===== src/hw/rtl/booth_signed_multiplier_defines.svh =====
// ----------------------------------------------------------------------------
// Booth signed multiplier assertion macros
// Concurrent assertion wrappers used by the multiplier sequencer.
// ----------------------------------------------------------------------------
`ifndef BOOTH_SIGNED_MULTIPLIER_DEFINES_SVH
`define BOOTH_SIGNED_MULTIPLIER_DEFINES_SVH

`ifndef ASSERT_OFF

// Property that must hold at every rising edge outside reset.
`define BSM_ASSERT(lbl, clk_s, rst_s, prop, msg) \
  lbl: assert property (@(posedge clk_s) disable iff (!rst_s) prop) else $error(msg);

// Condition that must never be true outside reset.
`define BSM_ASSERT_NEVER(lbl, clk_s, rst_s, cond, msg) \
  lbl: assert property (@(posedge clk_s) disable iff (!rst_s) !(cond)) else $error(msg);

`else

`define BSM_ASSERT(lbl, clk_s, rst_s, prop, msg)
`define BSM_ASSERT_NEVER(lbl, clk_s, rst_s, cond, msg)

`endif

`endif


===== src/hw/rtl/bsm_pkg.sv =====
// ----------------------------------------------------------------------------
// Booth signed multiplier package
// Widths, control types and operand width conversion functions.
// ----------------------------------------------------------------------------
`timescale 1ns / 1ps

package bsm_pkg;

  localparam int WIDTH   = 32;
  localparam int FIELD_W = 32;
  localparam int CNT_W   = (WIDTH > 1) ? $clog2(WIDTH) : 1;

  typedef enum logic {
    ST_IDLE,
    ST_RUN
  } bsm_state_t;

  // Control broadcast to every cell of the row.
  typedef struct packed {
    logic load;
    logic step;
    logic add;
    logic sub;
  } bsm_ctl_t;

  // Sign-extend a 32-bit field and cut it to the datapath width.
  function automatic logic [WIDTH-1:0] to_width(input logic [FIELD_W-1:0] x);
    logic [WIDTH-1:0] r;
    int               idx;
    r = '0;
    for (int k = 0; k < WIDTH; k++) begin
      idx  = (k < FIELD_W) ? k : FIELD_W - 1;
      r[k] = x[idx];
    end
    return r;
  endfunction

  // Sign-extend a datapath word and cut it to the 32-bit field.
  function automatic logic [FIELD_W-1:0] to_field(input logic [WIDTH-1:0] x);
    logic [FIELD_W-1:0] r;
    int                 idx;
    r = '0;
    for (int k = 0; k < FIELD_W; k++) begin
      idx  = (k < WIDTH) ? k : WIDTH - 1;
      r[k] = x[idx];
    end
    return r;
  endfunction

endpackage


===== src/hw/rtl/booth_signed_multiplier.sv =====
// ----------------------------------------------------------------------------
// Booth signed multiplier
// Radix-2 Booth multiplier built as a row of bit cells, one product per run.
// ----------------------------------------------------------------------------
//
//  Channel | Direction | Transaction contents (lowest bits first)
//  --------+-----------+---------------------------------------------------
//  in_*    | slave     | tdata: multiplicand [31:0], multiplier [63:32]
//  out_*   | master    | tdata: product_low [31:0], product_high [63:32]
//
// A run makes one Booth add or subtract and arithmetic right shift per cycle,
// save where an untaken result holds the last step, so the multiplier bit
// count sets the number of steps. The product is registered at the edge of
// the last step, and a new transaction may be accepted on that same edge.
// The synchronous active-low reset clears the sequencer and the output flag.
// An untaken result holds the row at its last step and keeps in_tready low.
// ----------------------------------------------------------------------------
`timescale 1ns / 1ps

module booth_signed_multiplier
  import bsm_pkg::*;
(
  input  logic                 clk,
  input  logic                 rst_n,
  input  logic                 in_tvalid,
  output logic                 in_tready,
  input  logic [2*FIELD_W-1:0] in_tdata,   // multiplicand, multiplier
  output logic                 out_tvalid,
  input  logic                 out_tready,
  output logic [2*FIELD_W-1:0] out_tdata   // product_low, product_high
);

  bsm_ctl_t            ctl;
  logic                out_load;
  logic [WIDTH-1:0]    ld_m;
  logic [WIDTH-1:0]    ld_q;
  logic [WIDTH-1:0]    sum;
  logic [WIDTH-1:0]    q;
  logic [WIDTH:0]      carry;
  logic [WIDTH-1:0]    a_shift;
  logic [WIDTH-1:0]    q_shift;
  logic [2*FIELD_W-1:0] out_data_r, out_data_nxt;

  // Operands are sign-extended from the field and cut to the datapath width.
  assign ld_m = to_width(in_tdata[FIELD_W-1:0]);
  assign ld_q = to_width(in_tdata[2*FIELD_W-1:FIELD_W]);

  // A subtraction enters the carry chain as the two's-complement plus one.
  assign carry[0] = ctl.sub;

  // The shift runs from the top cell down: the top accumulator bit keeps
  // the sign, and the lowest sum bit moves into the top multiplier bit.
  always_comb begin
    for (int i = 0; i < WIDTH; i++) begin
      if (i == WIDTH - 1) begin
        a_shift[i] = sum[WIDTH-1];
        q_shift[i] = sum[0];
      end else begin
        a_shift[i] = sum[i+1];
        q_shift[i] = q[i+1];
      end
    end
  end

  for (genvar g = 0; g < WIDTH; g++) begin : g_cell
    bsm_cell u_cell (
      .clk   (clk),
      .ctl   (ctl),
      .ld_m  (ld_m[g]),
      .ld_q  (ld_q[g]),
      .a_in  (a_shift[g]),
      .q_in  (q_shift[g]),
      .cin   (carry[g]),
      .sum   (sum[g]),
      .cout  (carry[g+1]),
      .q_out (q[g])
    );
  end

  bsm_ctrl u_ctrl (
    .clk        (clk),
    .rst_n      (rst_n),
    .in_tvalid  (in_tvalid),
    .in_tready  (in_tready),
    .out_tready (out_tready),
    .out_tvalid (out_tvalid),
    .q0         (q[0]),
    .ctl        (ctl),
    .out_load   (out_load)
  );

  // The result is taken from the shifted values of the final step, so it
  // is registered in the same edge as that step completes.
  always_comb begin
    out_data_nxt = out_data_r;
    if (out_load) begin
      out_data_nxt = {to_field(a_shift), to_field(q_shift)};
    end
  end

  always_ff @(posedge clk) begin
    out_data_r <= out_data_nxt;
  end

  assign out_tdata = out_data_r;

endmodule


===== src/hw/rtl/bsm_cell.sv =====
// ----------------------------------------------------------------------------
// Booth multiplier bit cell
// Holds one bit of multiplicand, accumulator and multiplier, with a full
// adder for the Booth add or subtract and the shift from its upper neighbour.
// ----------------------------------------------------------------------------
`timescale 1ns / 1ps

module bsm_cell
  import bsm_pkg::*;
(
  input  logic     clk,
  input  bsm_ctl_t ctl,
  input  logic     ld_m,
  input  logic     ld_q,
  input  logic     a_in,
  input  logic     q_in,
  input  logic     cin,
  output logic     sum,
  output logic     cout,
  output logic     q_out
);

  logic m_r, m_nxt;
  logic a_r, a_nxt;
  logic q_r, q_nxt;
  logic addend;

  // Subtraction adds the inverted multiplicand with a carry into bit zero.
  assign addend = (m_r & ctl.add) | (~m_r & ctl.sub);
  assign sum    = a_r ^ addend ^ cin;
  assign cout   = (a_r & addend) | (a_r & cin) | (addend & cin);
  assign q_out  = q_r;

  always_comb begin
    m_nxt = m_r;
    a_nxt = a_r;
    q_nxt = q_r;
    if (ctl.load) begin
      m_nxt = ld_m;
      a_nxt = 1'b0;
      q_nxt = ld_q;
    end else if (ctl.step) begin
      a_nxt = a_in;
      q_nxt = q_in;
    end
  end

  always_ff @(posedge clk) begin
    m_r <= m_nxt;
    a_r <= a_nxt;
    q_r <= q_nxt;
  end

endmodule


===== src/hw/rtl/bsm_ctrl.sv =====
// ----------------------------------------------------------------------------
// Booth multiplier sequencer
// Step counter, Booth recoding of the multiplier bit pair and the output
// register handshake.
// ----------------------------------------------------------------------------
`timescale 1ns / 1ps

`include "booth_signed_multiplier_defines.svh"

module bsm_ctrl
  import bsm_pkg::*;
(
  input  logic     clk,
  input  logic     rst_n,
  input  logic     in_tvalid,
  output logic     in_tready,
  input  logic     out_tready,
  output logic     out_tvalid,
  input  logic     q0,
  output bsm_ctl_t ctl,
  output logic     out_load
);

  bsm_state_t       state_r, state_nxt;
  logic [CNT_W-1:0] cnt_r, cnt_nxt;
  logic             q1_r, q1_nxt;
  logic             out_valid_r, out_valid_nxt;
  logic             last;
  logic             out_free;

  assign last       = (cnt_r == CNT_W'(WIDTH - 1));
  assign out_free   = !out_valid_r || out_tready;
  assign out_tvalid = out_valid_r;

  always_comb begin
    state_nxt = state_r;
    cnt_nxt   = cnt_r;
    q1_nxt    = q1_r;
    in_tready = 1'b0;
    out_load  = 1'b0;
    ctl       = '0;

    case (state_r)
      ST_IDLE: begin
        in_tready = 1'b1;
      end
      ST_RUN: begin
        if (!last) begin
          ctl.step = 1'b1;
          cnt_nxt  = cnt_r + 1'b1;
        end else if (out_free) begin
          ctl.step  = 1'b1;
          out_load  = 1'b1;
          in_tready = 1'b1;
          state_nxt = ST_IDLE;
        end
      end
      default: begin
        state_nxt = ST_IDLE;
      end
    endcase

    // Booth pair: 01 adds, 10 subtracts.
    ctl.add = ctl.step && !q0 && q1_r;
    ctl.sub = ctl.step && q0 && !q1_r;
    if (ctl.step) begin
      q1_nxt = q0;
    end

    if (in_tvalid && in_tready) begin
      ctl.load  = 1'b1;
      cnt_nxt   = '0;
      q1_nxt    = 1'b0;
      state_nxt = ST_RUN;
    end

    out_valid_nxt = out_valid_r;
    if (out_load) begin
      out_valid_nxt = 1'b1;
    end else if (out_tready) begin
      out_valid_nxt = 1'b0;
    end
  end

  always_ff @(posedge clk) begin
    if (!rst_n) begin
      state_r     <= ST_IDLE;
      cnt_r       <= '0;
      q1_r        <= 1'b0;
      out_valid_r <= 1'b0;
    end else begin
      state_r     <= state_nxt;
      cnt_r       <= cnt_nxt;
      q1_r        <= q1_nxt;
      out_valid_r <= out_valid_nxt;
    end
  end

  `BSM_ASSERT(a_accept_starts, clk, rst_n, (in_tvalid && in_tready) |=> (state_r == ST_RUN && cnt_r == '0), "accepted transaction did not start a run")
  `BSM_ASSERT(a_load_free, clk, rst_n, out_load |-> (!out_valid_r || out_tready), "result written over an untaken result")
  `BSM_ASSERT(a_cnt_adv, clk, rst_n, (state_r == ST_RUN && !last) |=> (state_r == ST_RUN && cnt_r == $past(cnt_r) + 1'b1), "step counter did not advance")
  `BSM_ASSERT_NEVER(a_idle_step, clk, rst_n, state_r == ST_IDLE && ctl.step, "cell row stepped while idle")

endmodule

===== config.mk =====
export PLATFORM = sky130hd
export DESIGN_NAME = booth_signed_multiplier
export DESIGN_NICKNAME = d
export VERILOG_FILES = /design/src/hw/rtl/bsm_pkg.sv /design/src/hw/rtl/booth_signed_multiplier.sv /design/src/hw/rtl/bsm_cell.sv /design/src/hw/rtl/bsm_ctrl.sv
export VERILOG_INCLUDE_DIRS = /design/src /design/src/hw/rtl
export SDC_FILE = /design/constraint.sdc
export NUM_CORES = 1
export LEC_CHECK = 0
export BUFFER_PORTS_ARGS = -buffer_cell sky130_fd_sc_hd__buf_2
export CAP_MARGIN = 20
export CORE_MARGIN = 2
export CORE_UTILIZATION = 41
export DETAILED_ROUTE_END_ITERATION = 8
export PLACE_DENSITY_LB_ADDON = 0.2
export SETUP_SLACK_MARGIN = 0.15
export SLEW_MARGIN = 30
export SYNTH_ARGS = -nofsm -noshare
export SYNTH_HDL_FRONTEND = slang
export SYNTH_HIERARCHICAL = 1
export SYNTH_SLANG_ARGS = --single-unit

===== constraint.sdc =====
create_clock -name clk -period 16.9 [get_ports clk]
set_input_delay 1.69 -clock clk [delete_from_list [all_inputs] [get_ports clk]]
set_output_delay 1.69 -clock clk [all_outputs]
set_load 0.1 [all_outputs]

# [After elaboration in Yosys (flattened, before gate mapping)]
# Index checks and enable logic that the tools add are counted.
# W data, S select, Z words.
[op_classes] n_eq_ne=1 bitwise=350 mux=77 reduce_logical=13 n_addsub=1
[ops] cell="$and A1 B1 Y1" count=157
[ops] cell="$or A1 B1 Y1" count=94
[ops] cell="$mux W1" count=76
[ops] cell="$xor A1 B1 Y1" count=64
[ops] cell="$not A1 Y1" count=35
[ops] cell="$add A5 B1 Y5 const B" count=1
[ops] cell="$eq A5 B5 Y1 const B" count=1
[ops] cell="$logic_and A1 B1 Y1" count=5
[ops] cell="$reduce_bool A2 Y1" count=2
[ops] cell="$logic_not A1 Y1" count=3
[ops] cell="$pmux W1 S2" count=1
[ops] cell="$reduce_and A2 Y1" count=1
[ops] cell="$reduce_or A2 Y1" count=1
[ops] cell="$logic_or A1 B1 Y1" count=1
[word_totals] regBits=166 output_inout_bits=66 input_bits=68 wordCells=542

# [Logic depth before layout (Yosys ltp)]
[logic_depth] ltp_word=103 ltp_mapped=41 depth_no_buf=41

# [Modules after synthesis]
# Netlist, hierarchy kept.
[modules_own_cells] mod="bsm_cell" instances=32 cells_each=9 area_per_inst_um2=146.4 seq_area_each_um2=80.1
[modules_own_cells] mod="booth_signed_multiplier" instances=1 cells_each=64 area_per_inst_um2=1899.3 seq_area_each_um2=1891.8
[modules_own_cells] mod="bsm_ctrl" instances=1 cells_each=47 area_per_inst_um2=439.2 seq_area_each_um2=160.2

# [Worst setup path before layout]
# OpenSTA, ideal clock, no wires.
[synth_path] path_kind="input to register" from="in out_tready" to="reg g_cell[30].u_cell.a_r" setup_time_ps=264 t_required_ps=16636 stages=38 n_path_buf=0 t_arrival_ps=17300 slack_ps=-664 cell_sequence="nand3b_1 > nand2_1 > nor3b_1 > mux2_2 > fa_1 > fa_1 > fa_1 > fa_1 > fa_1 > fa_1 > fa_1 > fa_1 > fa_1 > fa_1 > fa_1 > fa_1 > fa_1 > fa_1 > [... 2 more ...] > fa_1 > fa_1 > fa_1 > fa_1 > fa_1 > fa_1 > fa_1 > fa_1 > fa_1 > fa_1 > fa_1 > fa_1 > fa_1 > fa_1 > fa_1 > fa_1 > mux2i_1 > nor2_1"
[synth_via] elab_chain_len=102 word_cells_on_any_way=265 classes_between="6 x mux; 253 x bitwise; 6 x reduce/logical"
[synth_lines] item="start: declaration" line="booth_signed_multiplier.sv:29" text="input logic out_tready,"
[synth_lines] item="$logic_or A1 B1 Y1 (*)" line="bsm_ctrl.sv:32" text="assign out_free = !out_valid_r || out_tready;"
[synth_lines] item="$mux W1 (*)" line="bsm_ctrl.sv:51" text="end else if (out_free) begin"
[synth_lines] item="$mux W1 (*)" line="bsm_ctrl.sv:48" text="if (!last) begin"
[synth_lines] item="$mux W1 (*)" line="bsm_ctrl.sv:43" text="case (state_r)"
[synth_lines] item="$logic_and A1 B1 Y1 (*) (2 in series)" line="bsm_ctrl.sv:65" text="ctl.sub = ctl.step && q0 && !q1_r;"
[synth_lines] item="via carry[0]" line="booth_signed_multiplier.sv:39" text="logic [WIDTH:0] carry;"
[synth_lines] item="$and A1 B1 Y1" line="bsm_cell.sv:29" text="assign addend = (m_r & ctl.add) | (~m_r & ctl.sub);"
[synth_lines] item="$or A1 B1 Y1" line="bsm_cell.sv:29"
[synth_lines] item="[... 3 more ...]"
[synth_lines] item="via carry[1]" line="booth_signed_multiplier.sv:39"
[synth_lines] item="[... 3 more ...]"
[synth_lines] item="via carry[2]" line="booth_signed_multiplier.sv:39"
[synth_lines] item="[... 3 more ...]"
[synth_lines] item="via carry[3]" line="booth_signed_multiplier.sv:39"
[synth_lines] item="[... 3 more ...]"
[synth_lines] item="via carry[4]" line="booth_signed_multiplier.sv:39"
[synth_lines] item="[... 3 more ...]"
[synth_lines] item="via carry[5]" line="booth_signed_multiplier.sv:39"
[synth_lines] item="[... 3 more ...]"
[synth_lines] item="via carry[6]" line="booth_signed_multiplier.sv:39"
[synth_lines] item="[... 3 more ...]"
[synth_lines] item="via carry[7]" line="booth_signed_multiplier.sv:39"
[synth_lines] item="[... 3 more ...]"
[synth_lines] item="via carry[8]" line="booth_signed_multiplier.sv:39"
[synth_lines] item="[... 3 more ...]"
[synth_lines] item="via carry[9]" line="booth_signed_multiplier.sv:39"
[synth_lines] item="[... 3 more ...]"
[synth_lines] item="via carry[10]" line="booth_signed_multiplier.sv:39"
[synth_lines] item="[... 3 more ...]"
[synth_lines] item="via carry[11]" line="booth_signed_multiplier.sv:39"
[synth_lines] item="[... 3 more ...]"
[synth_lines] item="via carry[12]" line="booth_signed_multiplier.sv:39"
[synth_lines] item="[... 3 more ...]"
[synth_lines] item="via carry[13]" line="booth_signed_multiplier.sv:39"
[synth_lines] item="[... 3 more ...]"
[synth_lines] item="via carry[14]" line="booth_signed_multiplier.sv:39"
[synth_lines] item="[... 3 more ...]"
[synth_lines] item="via carry[15]" line="booth_signed_multiplier.sv:39"
[synth_lines] item="[... 3 more ...]"
[synth_lines] item="via carry[16]" line="booth_signed_multiplier.sv:39"
[synth_lines] item="[... 3 more ...]"
[synth_lines] item="via carry[17]" line="booth_signed_multiplier.sv:39"
[synth_lines] item="[... 3 more ...]"
[synth_lines] item="via carry[18]" line="booth_signed_multiplier.sv:39"
[synth_lines] item="[... 3 more ...]"
[synth_lines] item="via carry[19]" line="booth_signed_multiplier.sv:39"
[synth_lines] item="[... 3 more ...]"
[synth_lines] item="via carry[20]" line="booth_signed_multiplier.sv:39"
[synth_lines] item="[... 3 more ...]"
[synth_lines] item="via carry[21]" line="booth_signed_multiplier.sv:39"
[synth_lines] item="[... 3 more ...]"
[synth_lines] item="via carry[22]" line="booth_signed_multiplier.sv:39"
[synth_lines] item="[... 3 more ...]"
[synth_lines] item="via carry[23]" line="booth_signed_multiplier.sv:39"
[synth_lines] item="[... 3 more ...]"
[synth_lines] item="via carry[24]" line="booth_signed_multiplier.sv:39"
[synth_lines] item="[... 3 more ...]"
[synth_lines] item="via carry[25]" line="booth_signed_multiplier.sv:39"
[synth_lines] item="[... 3 more ...]"
[synth_lines] item="via carry[26]" line="booth_signed_multiplier.sv:39"
[synth_lines] item="[... 3 more ...]"
[synth_lines] item="via carry[27]" line="booth_signed_multiplier.sv:39"
[synth_lines] item="[... 3 more ...]"
[synth_lines] item="via carry[28]" line="booth_signed_multiplier.sv:39"
[synth_lines] item="[... 3 more ...]"
[synth_lines] item="via carry[29]" line="booth_signed_multiplier.sv:39"
[synth_lines] item="[... 2 more ...]"
[synth_lines] item="$or A1 B1 Y1 (*)" line="bsm_cell.sv:31" text="assign cout = (a_r & addend) | (a_r & cin) | (addend & cin);"
[synth_lines] item="via carry[30]" line="booth_signed_multiplier.sv:39"
[synth_lines] item="$and A1 B1 Y1" line="bsm_cell.sv:31"
[synth_lines] item="$or A1 B1 Y1" line="bsm_cell.sv:31"
[synth_lines] item="$or A1 B1 Y1 (*)" line="bsm_cell.sv:31"
[synth_lines] item="via carry[31]" line="booth_signed_multiplier.sv:39"
[synth_lines] item="$xor A1 B1 Y1 (*)" line="bsm_cell.sv:30" text="assign sum = a_r ^ addend ^ cin;"
[synth_lines] item="via a_shift[30]" line="booth_signed_multiplier.sv:40" text="logic [WIDTH-1:0] a_shift;"
[synth_lines] item="end signal: assignment" line="bsm_cell.sv:50" text="a_r <= a_nxt;"
[synth_lines] item="end: declaration" line="bsm_cell.sv:24" text="logic a_r, a_nxt;"
# The timed path passes the listed nets; every way through them passes the cells marked *.
# A chain may end at the register's enable or synchronous reset.

==> run_results.csv <==
group,metric,value,unit
clock_tree,root_buffer,"clkbuf_16",
pwr,powerDensity,110,mW/mm²
timing,setup_tns,0,ns
global_routing,grt_max_degree,72,
global_routing,antenna_found_initial,0,
detailed_routing,vias,3745,
logic_synthesis,synth_seq_cells,167,
timing,fin_crit_sh,96.3,%
detailed_routing,dr.pass1.iters,4,
clock_tree,clk_path_buf_depth,2,
timing,tightest_slew,0.935,ns
logic_synthesis,yosysSeqAreaShare,65.7,%
placement,place_area,0.00806,mm²
clock_tree,post_cts_buffers,0,
layout,final_common_cell,"buf_2",
pwr,intPower,0.000746,W
clock_tree,clock_latency,0.42,ns
pwr,swShare,21.5,%
timing,rsz0062_at_grt,"no",
placement,dp_slack,-0.201,ns
worst_setup_path,required,17.16,ns
logic_synthesis,syn-mean-instance-area,17.6,µm²
detailed_routing,drtIter0Drc,213,
global_routing,grt_pass1_vias,3870,
detailed_routing,drcViolationCount,0,
pwr,peakVddDrop,0.0670,mV
detailed_routing,antenna_left,0,
global_routing,grt.met2_usage,22.1,%
layout,n_antenna_cell,0,
timing,setup_viol,0,
timing,relSlewSlack,37.7,%
global_routing,use_met1,21.6,%
worst_setup_path,worst-path-buf-inv,1,
logic_synthesis,synth_cells,399,
timing,clock.fmax,0.0614,GHz
worst_setup_path,cp_slowest_cell,"fa_1",
clock_tree,cts.sinks,167,
worst_setup_path,crit_arrival,16.54,ns
run,max_cap_violations,0,
placement,hpwl,8160,µm
detailed_routing,drt-total-wl,12900,µm
clock_tree,cts_tree,"built",
pwr,power.leakage,3.53,nW
timing,worst_slack,0.621,ns
layout,postLayoutCoreUtil,52.0,%
floorplan,coreArea,0.0166,mm²
floorplan,rows,47,
pwr,p_sw,0.000204,W
layout,final_nets,657,
clock_tree,cts-buffers-inserted,17,
logic_synthesis,ys_warn_count,6,
placement,portBuffers,133,
global_routing,grt_overflow,0,
clock_tree,cts.reportedPaths.clkPinSlew,0.06,ns
worst_setup_path,critical_path_class,"input pin to register",
layout,fin_cells,788,
worst_hold_path,min-delay-path-class,"register to register",
global_routing,busiest_layer,"met2",
logic_synthesis,synthesis.nets,501,
layout,fin_area,0.00866,mm²
layout,final_cell_mix,"buf_2 (133), edfxtp_1 (127), dfxtp_1 (40)",
layout,drive_gt1_share,51.6,%
logic_synthesis,synth_cell_types,33,
floorplan,io_pins,134,
clock_tree,hold_buffers,0,
worst_setup_path,crit_top_cell,"fa_2",
pwr,pwr-share-comb,8.6,%
placement,place_inst,756,
clock_tree,htreeDepth,4,
worst_setup_path,critPathMaxFanout,3,
pwr,p_clk_share,40.6,%
worst_setup_path,cp-start-kind,"input pin",
floorplan,start_util,42.2,%
layout,syn2layout_area_growth,23.3,%
timing,finalCriticalPeriod,16.28,ns
pwr,seqPwrFrac,50.8,%
placement,gp_congestion,0.705,
floorplan,dieHeight,135,µm
worst_setup_path,cp_top_family,"adder cells",
floorplan,die_width,135,µm
global_routing,grt_pass1_wl,20700,µm
timing,hold_viol,0,
logic_synthesis,synth_area,0.00702,mm²
floorplan,die-area,0.0182,mm²
worst_setup_path,critPathCaptureType,"register",
detailed_routing,wire_per_inst,16.4,µm
clock_tree,ctsResizeCount,0,
global_routing,grt_use_total,15.0,%
timing,slew_viol_final,0,
status,status,"finished, final reports clean",
timing,clock_skew,0.00971,ns
detailed_routing,vias_per_cell,4.75,
worst_setup_path,slowest_delay,0.51,ns
global_routing,grtUsageMet3,3.60,%
## power by group through the flow
stage / clock network [W] / registers, W / logic, W
4_1_cts: 0.000395 / 0.000483 / 0.0000831
3_5_place_dp: 0 / 0.000492 / 0.0000821
2_1_floorplan: 0 / 0.000488 / 0.0000629
3_3_place_gp: 0 / 0.000491 / 0.0000806
5_1_grt: 0.000414 / 0.000486 / 0.0000912
6_report: 0.000386 / 0.000483 / 0.0000815
## worst reg2reg max path, delay by kind of cell (launching register included)
family	cells	cell delay [ns]
adders and majority gates	34	14.22
and+or+nand+nor	5	0.61
muxes	2	0.44
DFF	1	0.38
## logic make-up after synthesis
kind of cell / count (synthesis) / share of synthesized area, %
xor gates and xnor gates: 2 / 0.249
and+or+nand+nor: 82 / 6.18
buffers and inverters: 7 / 0.534
AOI/OAI and AO/OA: 11 / 1.32
DFF: 167 / 65.7
muxes: 96 / 16.5
adders and majority gates: 34 / 9.48
## area by class of cell
| class | instances | area, µm² |
|---|---|---|
| multi-input cells | 225 | 2450 |
| well taps | 220 | 275 |
| clock inverters | 14 | 159 |
| fillers | 1405 | 7980 |
| flip-flops and latches | 167 | 4610 |
| repair buffers | 140 | 718 |
| clock buffers | 18 | 429 |
| inverters | 4 | 15.0 |
## cell usage after synthesis
cell type / number / area (µm²)
and2b_2: 1 / 8.76
dfxtp_1: 40 / 801
mux2i_1: 32 / 320
buf_6: 1 / 11.3
nand3b_1: 2 / 15.0
mux2_4: 32 / 480
xor2_1: 1 / 8.76
fa_1: 32 / 641
or2_2: 32 / 200
a221oi_2: 1 / 15.0
nor3b_1: 3 / 22.5
nand2_1: 5 / 18.8
buf_1: 1 / 3.75
inv_1: 4 / 15.0
nor2_1: 32 / 120
edfxtp_1: 127 / 3810
a211oi_1: 2 / 15.0
or3_1: 1 / 6.26
nand2b_4: 1 / 13.8
a221oi_1: 3 / 26.3
and3_1: 1 / 6.26
and2_1: 1 / 6.26
xnor2_1: 1 / 8.76
o21a_1: 1 / 7.51
o21ai_2: 1 / 8.76
nor2b_1: 1 / 6.26
ha_1: 2 / 25.0
mux2_2: 32 / 360
buf_4: 1 / 7.51
a21oi_1: 1 / 5.00
nand3_1: 2 / 10.0
o21ai_0: 1 / 5.00
a21bo_2: 1 / 10.0
## metrics by stage
| step | power (W) | hold WS, ns |
|---|---|---|
| after global routing | 0.000991 | 0.452 |
| after floorplan | 0.000551 | 0.427 |
| final | 0.000950 | 0.445 |
| after detailed placement | 0.000574 | 0.435 |
| after CTS | 0.000962 | 0.449 |
| after global placement | 0.000572 | 0.433 |
## layer usage
layer | up-vias | routed length, µm
met5 | - | 0
met4 | 0 | 163
met3 | 13 | 668
met2 | 110 | 5740
met1 | 1840 | 6320
li1 | 1782 | -
## registers in the layout (all words and copies together) (netlist names)
signal               count
u_ctrl/state_r           1
g_cell.u_cell/q_out     32
g_cell.u_cell/m_r       32
u_ctrl/out_tvalid        1
g_cell.u_cell/a_r       32
out_tdata               63
u_ctrl/q1_r              1
u_ctrl/cnt_r             5
## worst paths after layout
path,from,endpoint,slack (ns),depth (start not counted)
worst max-delay path,out_tready,g_cell[30].u_cell/a_r$_SDFFE_PP0P_,0.62,39
worst min-delay path,g_cell[29].u_cell/q_out$_DFFE_PP_,out_tdata[28]$_DFFE_PP_,0.44,0
worst max register to register,u_ctrl/cnt_r[0]$_SDFFE_PP0P_,g_cell[30].u_cell/a_r$_SDFFE_PP0P_,1.12,41
worst min register to register,g_cell[29].u_cell/q_out$_DFFE_PP_,out_tdata[28]$_DFFE_PP_,0.44,0
Note: power is estimated with default switching activity, not from simulation.
